File: config.mk
export PLATFORM = sky130hd
export DESIGN_NAME = bounded_deque_engine
export DESIGN_NICKNAME = d
export VERILOG_FILES = /design/src/hdl/dqe_pkg.sv /design/src/hdl/dqe_cell.sv /design/src/hdl/bounded_deque_engine.sv
export VERILOG_INCLUDE_DIRS = /design/src /design/src/hdl
export SDC_FILE = /design/constraint.sdc
export NUM_CORES = 1
export LEC_CHECK = 0
export CAP_MARGIN = 20
export CELL_PAD_IN_SITES_DETAIL_PLACEMENT = 0
export CELL_PAD_IN_SITES_GLOBAL_PLACEMENT = 2
export CORE_AREA = 2 2 216 377
export DETAILED_ROUTE_END_ITERATION = 16
export DIE_AREA = 0 0 218 379
export DONT_BUFFER_PORTS = 1
export HOLD_SLACK_MARGIN = 0.1
export MAX_ROUTING_LAYER = met4
export PLACE_DENSITY_LB_ADDON = 0.08
export SLEW_MARGIN = 20
export SYNTH_ARGS = -nofsm -noshare
export SYNTH_HDL_FRONTEND = slang
export SYNTH_SLANG_ARGS = --single-unit
File: constraint.sdc
create_clock -name clk -period 5.3 [get_ports clk]
set_clock_uncertainty 0.05 [all_clocks]
set_input_delay 0.265 -clock clk [delete_from_list [all_inputs] [get_ports clk]]
set_output_delay 0.265 -clock clk [all_outputs]
set_load 0.02 [all_outputs]
File: src/hdl/assert_macros.svh
// Assertion macros shared by the deque engine RTL.
`ifndef ASSERT_MACROS_SVH
`define ASSERT_MACROS_SVH

// Checks a property on every rising edge of clk outside of reset.
`define DQE_ASSERT(lbl, prop, msg) \
  lbl: assert property (@(posedge clk) disable iff (!rst_n) (prop)) else $error(msg);

// Checks that a consequent holds whenever an antecedent holds, outside of reset.
`define DQE_ASSERT_IMP(lbl, ante, cons, msg) \
  lbl: assert property (@(posedge clk) disable iff (!rst_n) (ante) |-> (cons)) else $error(msg);

`endif

File: src/hdl/dqe_pkg.sv
// Types, codes and constants of the bounded deque engine.
package dqe_pkg;

  localparam int DQE_DEPTH_DEF = 16;
  localparam int DQE_DATA_W    = 32;
  localparam int DQE_FUNC_W    = 3;
  localparam int DQE_STATUS_W  = 2;

  localparam logic [DQE_FUNC_W-1:0] FUNC_INS_FRONT = 3'd0;
  localparam logic [DQE_FUNC_W-1:0] FUNC_REM_FRONT = 3'd1;
  localparam logic [DQE_FUNC_W-1:0] FUNC_INS_BACK  = 3'd2;
  localparam logic [DQE_FUNC_W-1:0] FUNC_REM_BACK  = 3'd3;
  localparam logic [DQE_FUNC_W-1:0] FUNC_LIST      = 3'd4;

  localparam logic [DQE_STATUS_W-1:0] STAT_OK    = 2'd0;
  localparam logic [DQE_STATUS_W-1:0] STAT_EMPTY = 2'd1;
  localparam logic [DQE_STATUS_W-1:0] STAT_FULL  = 2'd2;

  typedef enum logic {
    S_IDLE,
    S_LIST
  } state_t;

  typedef enum logic [2:0] {
    CMD_HOLD,
    CMD_PUSH_FRONT,
    CMD_PUSH_BACK,
    CMD_POP_FRONT,
    CMD_ROTATE
  } cell_cmd_t;

  typedef struct packed {
    cell_cmd_t                     cmd;
    logic signed [DQE_DATA_W-1:0]  value;
  } cell_ctrl_t;

endpackage

File: src/hdl/dqe_cell.sv
// One storage cell of the deque chain; cell 0 always holds the front entry.
module dqe_cell #(
  parameter int DEPTH = 16,
  parameter int IDX   = 0
) (
  input  logic                                  clk,
  input  dqe_pkg::cell_ctrl_t                   ctrl,
  input  logic [$clog2(DEPTH+1)-1:0]            count,
  input  logic signed [dqe_pkg::DQE_DATA_W-1:0] left_data,
  input  logic signed [dqe_pkg::DQE_DATA_W-1:0] right_data,
  input  logic signed [dqe_pkg::DQE_DATA_W-1:0] head_data,
  output logic signed [dqe_pkg::DQE_DATA_W-1:0] data_o
);
  import dqe_pkg::*;

  localparam int CW = $clog2(DEPTH + 1);
  localparam logic [CW-1:0] MY_IDX  = CW'(IDX);
  localparam logic [CW-1:0] MY_NEXT = CW'(IDX + 1);

  logic signed [DQE_DATA_W-1:0] data_r;
  logic signed [DQE_DATA_W-1:0] data_nxt;

  always_comb begin
    case (ctrl.cmd)
      CMD_PUSH_FRONT: data_nxt = (IDX == 0) ? ctrl.value : left_data;
      CMD_PUSH_BACK:  data_nxt = (count == MY_IDX) ? ctrl.value : data_r;
      CMD_POP_FRONT:  data_nxt = right_data;
      CMD_ROTATE:     data_nxt = (count == MY_NEXT) ? head_data : right_data;
      default:        data_nxt = data_r;
    endcase
  end

  always_ff @(posedge clk) begin
    data_r <= data_nxt;
  end

  assign data_o = data_r;

endmodule

File: src/hdl/bounded_deque_engine.sv
// Bounded double-ended queue of signed 32-bit words; insert and remove at both ends, and list.
// The entries sit in a row of DEPTH cells with the front entry always in cell 0, so inserts
// and removes at the front shift the whole row at once; an insert or remove returns a status
// and an unused code gives no result. A list beat first enters the list state and then streams
// one entry per cycle while the output register is free, as the row rotates past cell 0; a
// list of an empty queue answers with the empty status. Inputs are not taken while a list is
// streaming or while a result waits in the output register with out_tready low.
module bounded_deque_engine #(
  parameter int DEPTH = dqe_pkg::DQE_DEPTH_DEF
) (
  input  logic                                  clk,
  input  logic                                  rst_n,
  input  logic                                  in_tvalid,
  output logic                                  in_tready,
  input  logic [dqe_pkg::DQE_DATA_W-1:0]        in_tdata,   // [31:0] value
  input  logic [dqe_pkg::DQE_FUNC_W-1:0]        in_tuser,   // [2:0] func
  output logic                                  out_tvalid,
  input  logic                                  out_tready,
  output logic [dqe_pkg::DQE_DATA_W-1:0]        out_tdata,  // [31:0] item_value
  output logic [dqe_pkg::DQE_STATUS_W-1:0]      out_tuser,  // [1:0] status
  output logic                                  out_tlast
);
  import dqe_pkg::*;
`include "assert_macros.svh"

  localparam int CW = $clog2(DEPTH + 1);
  localparam logic [CW-1:0] FULL_COUNT = CW'(DEPTH);
  localparam logic [CW-1:0] ONE        = CW'(1);

  state_t state_r, state_nxt;
  logic [CW-1:0] count_r, count_nxt;
  logic [CW-1:0] idx_r, idx_nxt;

  logic                         out_valid_r;
  logic [DQE_DATA_W-1:0]        out_data_r;
  logic [DQE_STATUS_W-1:0]      out_status_r;
  logic                         out_last_r;

  logic                         out_load;
  logic [DQE_DATA_W-1:0]        load_data;
  logic [DQE_STATUS_W-1:0]      load_status;
  logic                         load_last;

  logic out_free;
  logic in_accept;
  logic is_full;
  logic is_empty;
  logic list_last;

  cell_ctrl_t ctrl;
  logic signed [DQE_DATA_W-1:0] cell_data [DEPTH];

  assign out_free  = !out_valid_r || out_tready;
  assign in_tready = (state_r == S_IDLE) && out_free;
  assign in_accept = in_tvalid && in_tready;
  assign is_full   = (count_r == FULL_COUNT);
  assign is_empty  = (count_r == '0);
  assign list_last = (idx_r == count_r - ONE);

  genvar g;
  generate
    for (g = 0; g < DEPTH; g++) begin : g_cell
      logic signed [DQE_DATA_W-1:0] left_d;
      logic signed [DQE_DATA_W-1:0] right_d;
      if (g == 0) begin : g_first
        assign left_d = ctrl.value;
      end else begin : g_mid
        assign left_d = cell_data[g-1];
      end
      if (g == DEPTH - 1) begin : g_last
        assign right_d = cell_data[0];
      end else begin : g_inner
        assign right_d = cell_data[g+1];
      end
      dqe_cell #(
        .DEPTH (DEPTH),
        .IDX   (g)
      ) u_cell (
        .clk        (clk),
        .ctrl       (ctrl),
        .count      (count_r),
        .left_data  (left_d),
        .right_data (right_d),
        .head_data  (cell_data[0]),
        .data_o     (cell_data[g])
      );
    end
  endgenerate

  always_comb begin
    state_nxt = state_r;
    case (state_r)
      S_IDLE: begin
        if (in_accept && in_tuser == FUNC_LIST && !is_empty) begin
          state_nxt = S_LIST;
        end
      end
      S_LIST: begin
        if (out_free && list_last) begin
          state_nxt = S_IDLE;
        end
      end
      default: state_nxt = S_IDLE;
    endcase
  end

  always_comb begin
    ctrl.cmd    = CMD_HOLD;
    ctrl.value  = $signed(in_tdata);
    count_nxt   = count_r;
    idx_nxt     = idx_r;
    out_load    = 1'b0;
    load_data   = '0;
    load_status = STAT_OK;
    load_last   = 1'b1;
    case (state_r)
      S_IDLE: begin
        if (in_accept) begin
          case (in_tuser)
            FUNC_INS_FRONT, FUNC_INS_BACK: begin
              out_load = 1'b1;
              if (is_full) begin
                load_status = STAT_FULL;
              end else begin
                ctrl.cmd  = (in_tuser == FUNC_INS_FRONT) ? CMD_PUSH_FRONT : CMD_PUSH_BACK;
                count_nxt = count_r + ONE;
              end
            end
            FUNC_REM_FRONT, FUNC_REM_BACK: begin
              out_load = 1'b1;
              if (is_empty) begin
                load_status = STAT_EMPTY;
              end else begin
                ctrl.cmd  = (in_tuser == FUNC_REM_FRONT) ? CMD_POP_FRONT : CMD_HOLD;
                count_nxt = count_r - ONE;
              end
            end
            FUNC_LIST: begin
              if (is_empty) begin
                out_load    = 1'b1;
                load_status = STAT_EMPTY;
              end else begin
                idx_nxt = '0;
              end
            end
            default: ;
          endcase
        end
      end
      S_LIST: begin
        if (out_free) begin
          out_load  = 1'b1;
          load_data = cell_data[0];
          load_last = list_last;
          ctrl.cmd  = CMD_ROTATE;
          idx_nxt   = idx_r + ONE;
        end
      end
      default: ;
    endcase
  end

  always_ff @(posedge clk) begin
    if (!rst_n) begin
      state_r     <= S_IDLE;
      count_r     <= '0;
      idx_r       <= '0;
      out_valid_r <= 1'b0;
    end else begin
      state_r <= state_nxt;
      count_r <= count_nxt;
      idx_r   <= idx_nxt;
      if (out_load) begin
        out_valid_r <= 1'b1;
      end else if (out_tready) begin
        out_valid_r <= 1'b0;
      end
    end
  end

  always_ff @(posedge clk) begin
    if (out_load) begin
      out_data_r   <= load_data;
      out_status_r <= load_status;
      out_last_r   <= load_last;
    end
  end

  assign out_tvalid = out_valid_r;
  assign out_tdata  = out_data_r;
  assign out_tuser  = out_status_r;
  assign out_tlast  = out_last_r;

  `DQE_ASSERT(a_count_bound, count_r <= FULL_COUNT, "entry count exceeds depth")
  `DQE_ASSERT_IMP(a_list_range, state_r == S_LIST, !is_empty && idx_r < count_r, "list index out of range")
  `DQE_ASSERT_IMP(a_ins_count, in_accept && !is_full && (in_tuser == FUNC_INS_FRONT || in_tuser == FUNC_INS_BACK), ##1 count_r == $past(count_r) + ONE, "insert did not grow the queue")
  `DQE_ASSERT_IMP(a_list_end, state_r == S_LIST && out_free && list_last, ##1 state_r == S_IDLE && out_tlast, "list did not end on its final entry")

endmodule
==> results.json, run 1 <==
{
  "status": "finished clean",
  "crit_path_start_kind": "flip-flop",
  "ios": 76,
  "p_per_area_nw_per_um2": 310,
  "ys_ff_latch": 559,
  "row_count": 137,
  "yosysMostFrequentCell": "edfxtp_1",
  "crit_path_top_delay_cell": "and4_4",
  "ys_seq_area_share_pct": 51.5,
  "track_usage_pct": 24.8,
  "leakage_nw": 11.5,
  "netlist_area_um2": 32400,
  "die_area_um2": 82600,
  "grt-ovfl-total": 0,
  "root_buffer": "clkbuf_16",
  "seq_power_share_pct": 51.7,
  "ys_types": 51,
  "synth_compound_area_share_pct": 24.4,
  "synth-edff-count": 547,
  "path_clk_slew_ns": 0.06,
  "avgRoutedWirePerCell_um": 29.5,
  "clkLatencyLatePin_ns": 0.65,
  "synth_xor_area_share_pct": 0.379,
  "initial_core_util_pct": 40.7,
  "drtIter0Drc": 2788,
  "synth_commonest_cells": "547 x edfxtp_1, 450 x mux2i_1, 435 x a221o_1, 404 x o22ai_1, 283 x clkbuf_1",
  "drv_slew": 0,
  "yosys.area_share.simple_pct": 3.05,
  "synthCells": 2598,
  "final_util_pct": 44.1,
  "synth.area.top_cells": "edfxtp_1 51%, mux2i_1 14%, a221o_1 13%, o22ai_1 7.8%, clkbuf_1 3.3%",
  "timing.fmax_mhz": 257,
  "drcViolationCount": 0,
  "coreArea_um2": 79500,
  "p_sw_mw": 2.88,
  "relSlewSlack_pct": 17.7,
  "path_cells": "inv_1 -> ha_1 -> or4b_1 -> and4_4 -> or2_4 -> buf_12 -> mux2_2",
  "avgViaCountPerCell": 7.02,
  "final_hold_viol_count": 0,
  "cap_violations": 0,
  "post-route-period-util_pct": 73.3,
  "grt_max_degree": 191,
  "cp-end-kind": "flip-flop",
  "die_y_um": 379,
  "numPortBuffers": 0,
  "grt_pass1_vias": 23300,
  "fin_nets": 2413,
  "synthAdderAreaFrac_pct": 0.271,
  "cts.sinks": 559,
  "yosysTopAreaCell": "edfxtp_1",
  "cts_inserted_buffers": 57,
  "worstSetupPathType": "flip-flop to flip-flop",
  "vias": 24200,
  "hp-class": "primary input to flip-flop",
  "setup_violations": 0,
  "wl_um": 102000,
  "synth_top_family_by_area": "compound AO/OA/AOI/OAI gates",
  "setup_tns_ns": 0,
  "path_buf_inv": 2,
  "avgSynthCellArea_um2": 12.5,
  "synth_top_area_share_pct": 50.7,
  "p_int_mw": 7.99,
  "cts_tree": "done",
  "cts_buffer_depth": 3,
  "crit_family": "simple AND/OR/NAND/NOR gates",
  "period_minus_slack_ns": 3.88,
  "ys_async_sr_fraction_pct": 0,
  "arrival_ns": 4.23,
  "diodes": 0,
  "synth_fp_nets": 2644,
  "grt_pass1_wl_um": 154000,
  "place.gp.congestion": 0.770,
  "synth_top_flop_cell": "edfxtp_1",
  "sw_frac_of_total_pct": 26.5,
  "drt_pass1_iterations": 6,
  "yosysWarnings": 0,
  "die_w_um": 218,
  "grt_setup_unrepaired": "no",
  "syn2layout_area_growth_pct": 8.41,
  "clock_power_share_pct": 36.6,
  "place_hpwl_um": 62300,
  "worstMarginPinSlew_ns": 1.23,
  "ir_drop_mv": 0.311,
  "ant_nets": 0,
  "cp_max_fo": 80,
  "cp.required_ns": 5.65,
  "antenna_found_initial": 1,
  "drive_gt1_share_pct": 8.80,
  "htreeDepth": 2,
  "comb_power_share_pct": 11.7,
  "slowest_delay_ns": 0.98,
  "synth_mux_area_share_pct": 15.3
}
## power by group through the flow
stage,registers (mW),clock network [mW],logic [mW]
after global placement,5.69,0,1.20
after CTS,5.60,4.11,1.27
final,5.61,3.98,1.27
after floorplan,5.52,0,0.998
after detailed placement,5.70,0,1.24
after global routing,5.65,4.24,1.37
## sequential cells by signal (all words and copies together) (netlist names)
name                  count
idx_r                     5
out_tdata                32
out_tvalid                1
count_r                   5
out_tuser                 2
state_r                   1
g_cell.u_cell.data_o    512
out_tlast                 1
## metal layers
metal / GRT usage (%) / vias up / wire length [µm]
met1: 35.9 / 12500 / 46400
met2: 36.1 / 1041 / 45600
li1: - / 10600 / -
met3: 3.67 / 147 / 7240
met5: - / - / 0
met4: 6.51 / 0 / 2460
## cells by family (layout without fill, tap and decap cells)
logic type	after synthesis	count (layout)
fa+ha+maj	7	7
flops	559	559
simple gates	177	177
xor+xnor	14	14
compound gates	962	962
buf+inv	398	209
mux	481	481
## layout by cell type (no fill, tap or decap), types with 8 or more instances in the layout
cell type,n
nand3_1,35
clkinv_2,11
a21oi_4,12
dlygate4sd3_1,37
clkbuf_16,59
nor4bb_4,8
a211o_1,45
dfxtp_1,10
and3_1,35
mux2i_1,450
buf_12,9
clkbuf_1,12
xnor2_1,8
buf_4,56
nor2_1,41
clkinv_1,14
a221o_1,435
mux2_4,27
edfxtp_1,547
nand2_1,8
nor3_1,15
o2bb2ai_1,45
o22ai_1,404
## path summary, 6_finish.rpt
kind                                 from                              endpoint  slack (ns)  cells after the start
hold reg to reg     idx_r[4]$_SDFFE_PN0P_                 idx_r[4]$_SDFFE_PN0P_        0.50                      2
setup reg to reg  count_r[0]$_SDFFE_PN0P_  g_cell[0].u_cell.data_o[1]$_DFFE_PP_        1.42                      7
hold / removal                 out_tready            out_tuser[0]$_SDFFCE_PP0P_        0.15                      2
setup / recovery  count_r[0]$_SDFFE_PN0P_  g_cell[0].u_cell.data_o[1]$_DFFE_PP_        1.42                      7
## repair_timing
item | CTS | global route
resized for setup | 0 | 0
hold buffers | 37 | 0
hold endpoints to repair | 45 | 0
endpoints found under the setup margin | 0 | 0
buffers inserted | 0 | 0
## per-stage QoR
stage,hold WS [ns],setup slack [ns],power (mW),instances,area (µm²)
floorplan,0.371,0.343,6.52,2598,32400
global placement,0.336,1.34,6.88,3313,33000
detailed placement,0.339,1.21,6.94,3313,33000
CTS,0.112,1.21,11.0,3451,35100
global route,0.182,1.20,11.3,3451,35100
finish,0.151,1.42,10.9,3451,35100
## layout make-up
class | count | area [µm²]
multi-input cells | 1641 | 14400
clock buffers | 71 | 1520
flip-flops and latches | 559 | 16700
inverters | 6 | 22.5
well taps | 1042 | 1300
repair buffers | 102 | 971
clock inverters | 30 | 214
fillers | 7219 | 44400
Note: power is estimated with default switching activity, not from simulation.
==> inputs of run 2 (changes only) <==
Settings changed: ABC_AREA set to 1, CORE_AREA 2 2 216 377 to 2 2 233 407, DIE_AREA 0 0 218 379 to 0 0 235 409.
Clock period 5.3 ns to 3.16 ns, I/O delays scaled along.
==> results.json, run 2 <==
{
  "grt_pass1_wl_um": 195000,
  "drt-met1-wl_um": 55300,
  "ios": 76,
  "setup_tns_ns": 0,
  "cap_violations": 0,
  "die_area_um2": 96100,
  "vias": 31000,
  "cp_max_fo": 9,
  "track_usage_pct": 27.3,
  "hp-class": "primary input to flip-flop",
  "path_cells": "inv_2 -> ha_1 -> inv_1 -> nor2_2 -> nand2_2 -> inv_1 -> nand2_1 -> nand2_1 -> nor2_2 -> nand3_1 -> o21ai_0 -> dlygate4sd3_1 -> nor2_1 -> dlygate4sd3_1",
  "drt_pass1_iterations": 7,
  "htreeDepth": 2,
  "die_y_um": 409,
  "layout_common_cells": "1,436 x nand2_1, 558 x nand3_1, 547 x edfxtp_1",
  "ir_drop_mv": 0.375,
  "grt_setup_unrepaired": "no",
  "timing.fmax_mhz": 340,
  "numPortBuffers": 0,
  "seq_power_share_pct": 49.6,
  "place.gp.congestion": 0.806,
  "p_per_area_nw_per_um2": 522,
  "netlist_area_um2": 33100,
  "cts_tree": "done",
  "cp-end-kind": "flip-flop",
  "fin_nets": 3993,
  "arrival_ns": 3.42,
  "avgSynthCellArea_um2": 8.01,
  "post-route-period-util_pct": 92.9,
  "nFillCells": 9351,
  "status": "finished clean",
  "final_util_pct": 39.3,
  "synth_commonest_cells": "1,446 x nand2_1, 559 x nand3_1, 547 x edfxtp_1, 456 x o21ai_0, 417 x nand4_1",
  "wl_um": 131000,
  "layout_commonest_cell": "nand2_1",
  "place_hpwl_um": 76500,
  "final_hold_viol_count": 0,
  "drtIter0Drc": 3437,
  "row_count": 148,
  "synth_top_flop_cell": "edfxtp_1",
  "setup_violations": 0,
  "worstMarginPinSlew_ns": 1.16,
  "synth_fp_nets": 4182,
  "ys_seq_area_share_pct": 50.3,
  "synth_top_area_share_pct": 49.6,
  "post_cts_buffers": 0,
  "yosysMostFrequentCell": "nand2_1",
  "clkLatencyLatePin_ns": 0.66,
  "root_buffer": "clkbuf_16",
  "ys_ff_latch": 559,
  "p_int_mw": 13.5,
  "crit_path_start_kind": "flip-flop",
  "period_minus_slack_ns": 2.94,
  "avgRoutedWirePerCell_um": 25.3,
  "ant_nets": 0,
  "multiInputGateArea_um2": 14400,
  "grt_max_degree": 200,
  "relSlewSlack_pct": 22.4,
  "syn2layout_area_growth_pct": 10.1,
  "ys_async_sr_fraction_pct": 0,
  "wl_met2_um": 64000,
  "yosysTopAreaCell": "edfxtp_1",
  "worstSetupPathType": "flip-flop to flip-flop",
  "sw_frac_of_total_pct": 29.3,
  "initial_core_util_pct": 35.7,
  "synth-edff-count": 547,
  "met3_length_um": 8070,
  "path_clk_slew_ns": 0.07,
  "cts_buffer_depth": 3,
  "ff2ff_path_depth": 14,
  "drv_slew": 0,
  "cts_inserted_buffers": 59,
  "grt_pass1_vias": 29100,
  "cp.required_ns": 3.64,
  "synth.area.top_cells": "edfxtp_1 50%, nand2_1 16%, nand3_1 8.4%, nand4_1 7.9%, o21ai_0 6.9%",
  "die_w_um": 235,
  "dr.max_layer_used": "met4",
  "antenna_found_initial": 6,
  "slowest_delay_ns": 0.57,
  "avgViaCountPerCell": 5.96,
  "clock_power_share_pct": 35.9,
  "final-seq-area_um2": 16700,
  "largest_reg_flops": 512,
  "hold_depth": 5,
  "cts.sinks": 559,
  "drcViolationCount": 0,
  "comb_power_share_pct": 14.6,
  "grt-ovfl-total": 0,
  "yosysWarnings": 0,
  "crit_path_top_delay_cell": "dlygate4sd3_1",
  "ys_types": 33,
  "coreArea_um2": 92800,
  "leakage_nw": 14.2,
  "ff2ff_setup_slack_ns": 0.22,
  "synthCells": 4136,
  "p_sw_mw": 5.59,
  "drive_gt1_share_pct": 6.29
}
==> run 2: cell count changes after synthesis, moves of 413 or more <==
cell / before / now
a221o_1: 435 / 0
nand3_1: 35 / 559
nand4_1: 4 / 417
o21ai_0: 4 / 456
nand2_1: 10 / 1446
mux2i_1: 450 / 0
==> run 2: logic make-up (layout without fill, tap and decap cells) <==
kind of cell	Yosys count	in the layout	share of synthesized area [%]
simple gates	2525	2525	34.7
flops	559	559	50.3
compound gates	542	542	8.24
buf+inv	501	357	6.45
fa+ha+maj	7	7	0.264
xor+xnor	2	2	0.0529
other cells	0	4	0
==> run 2: power by group through the flow <==
stage          registers, mW  clock network [mW]  logic, mW
5_1_grt                 9.52                7.24       3.07
6_report                9.46                6.84       2.77
2_1_floorplan           9.44                   0       1.75
4_1_cts                 9.45                7.02       2.78
3_5_place_dp            9.60                   0       2.70
3_3_place_gp            9.59                   0       2.64
==> run 2: layout make-up <==
| class | instances | share of cell area, % |
|---|---|---|
| flip-flops and latches | 559 | 45.7 |
| multi-input cells | 3076 | 39.6 |
| repair buffers | 132 | 4.57 |
| clock buffers | 76 | 4.34 |
| well taps | 1200 | 4.11 |
| inverters | 119 | 1.25 |
| clock inverters | 30 | 0.463 |
| diodes | 4 | 0.0274 |
==> run 2: what timing repair did <==
item	in CTS	in global routing
endpoints found under the hold margin	526	0
setup endpoints to repair	0	176
gates resized for setup	0	3
hold buffers	41	0
==> run 2: worst paths after layout <==
kind	startpoint	end
max	count_r[0]$_SDFFE_PN0P_	count_r[3]$_SDFFE_PN0P_
min	in_tuser[1]	g_cell[15].u_cell.data_o[27]$_DFFE_PP_
max reg2reg	count_r[0]$_SDFFE_PN0P_	count_r[3]$_SDFFE_PN0P_
min reg2reg	state_r$_SDFF_PN0_	state_r$_SDFF_PN0_
==> run 2: metal layers <==
| layer | track usage [%] | vias to the layer above |
|---|---|---|
| li1 | - | 14100 |
| met1 | 35.5 | 15200 |
| met2 | 45.2 | 1370 |
| met3 | 2.87 | 206 |
| met4 | 7.79 | 0 |
| met5 | - | - |
==> run 2: critical path: cells and delay by family, from the launching register on <==
family | cells | cell delay, ns
compound gates | 1 | 0.16
flops | 1 | 0.40
fa+ha+maj | 1 | 0.24
simple gates | 7 | 0.60
buf+inv | 5 | 1.38
==> run 2: metrics by stage <==
stage	power, mW	cell area [µm²]	hold WS [ns]	setup WS [ns]	cells
floorplan	11.2	33100	0.244	0.183	4136
global placement	12.2	34300	0.252	0.0978	5045
detailed placement	12.3	34300	0.253	0.00518	5045
CTS	19.3	36500	0.217	0.0119	5192
global route	19.8	36500	0.264	0.0154	5193
finish	19.1	36500	0.244	0.223	5196
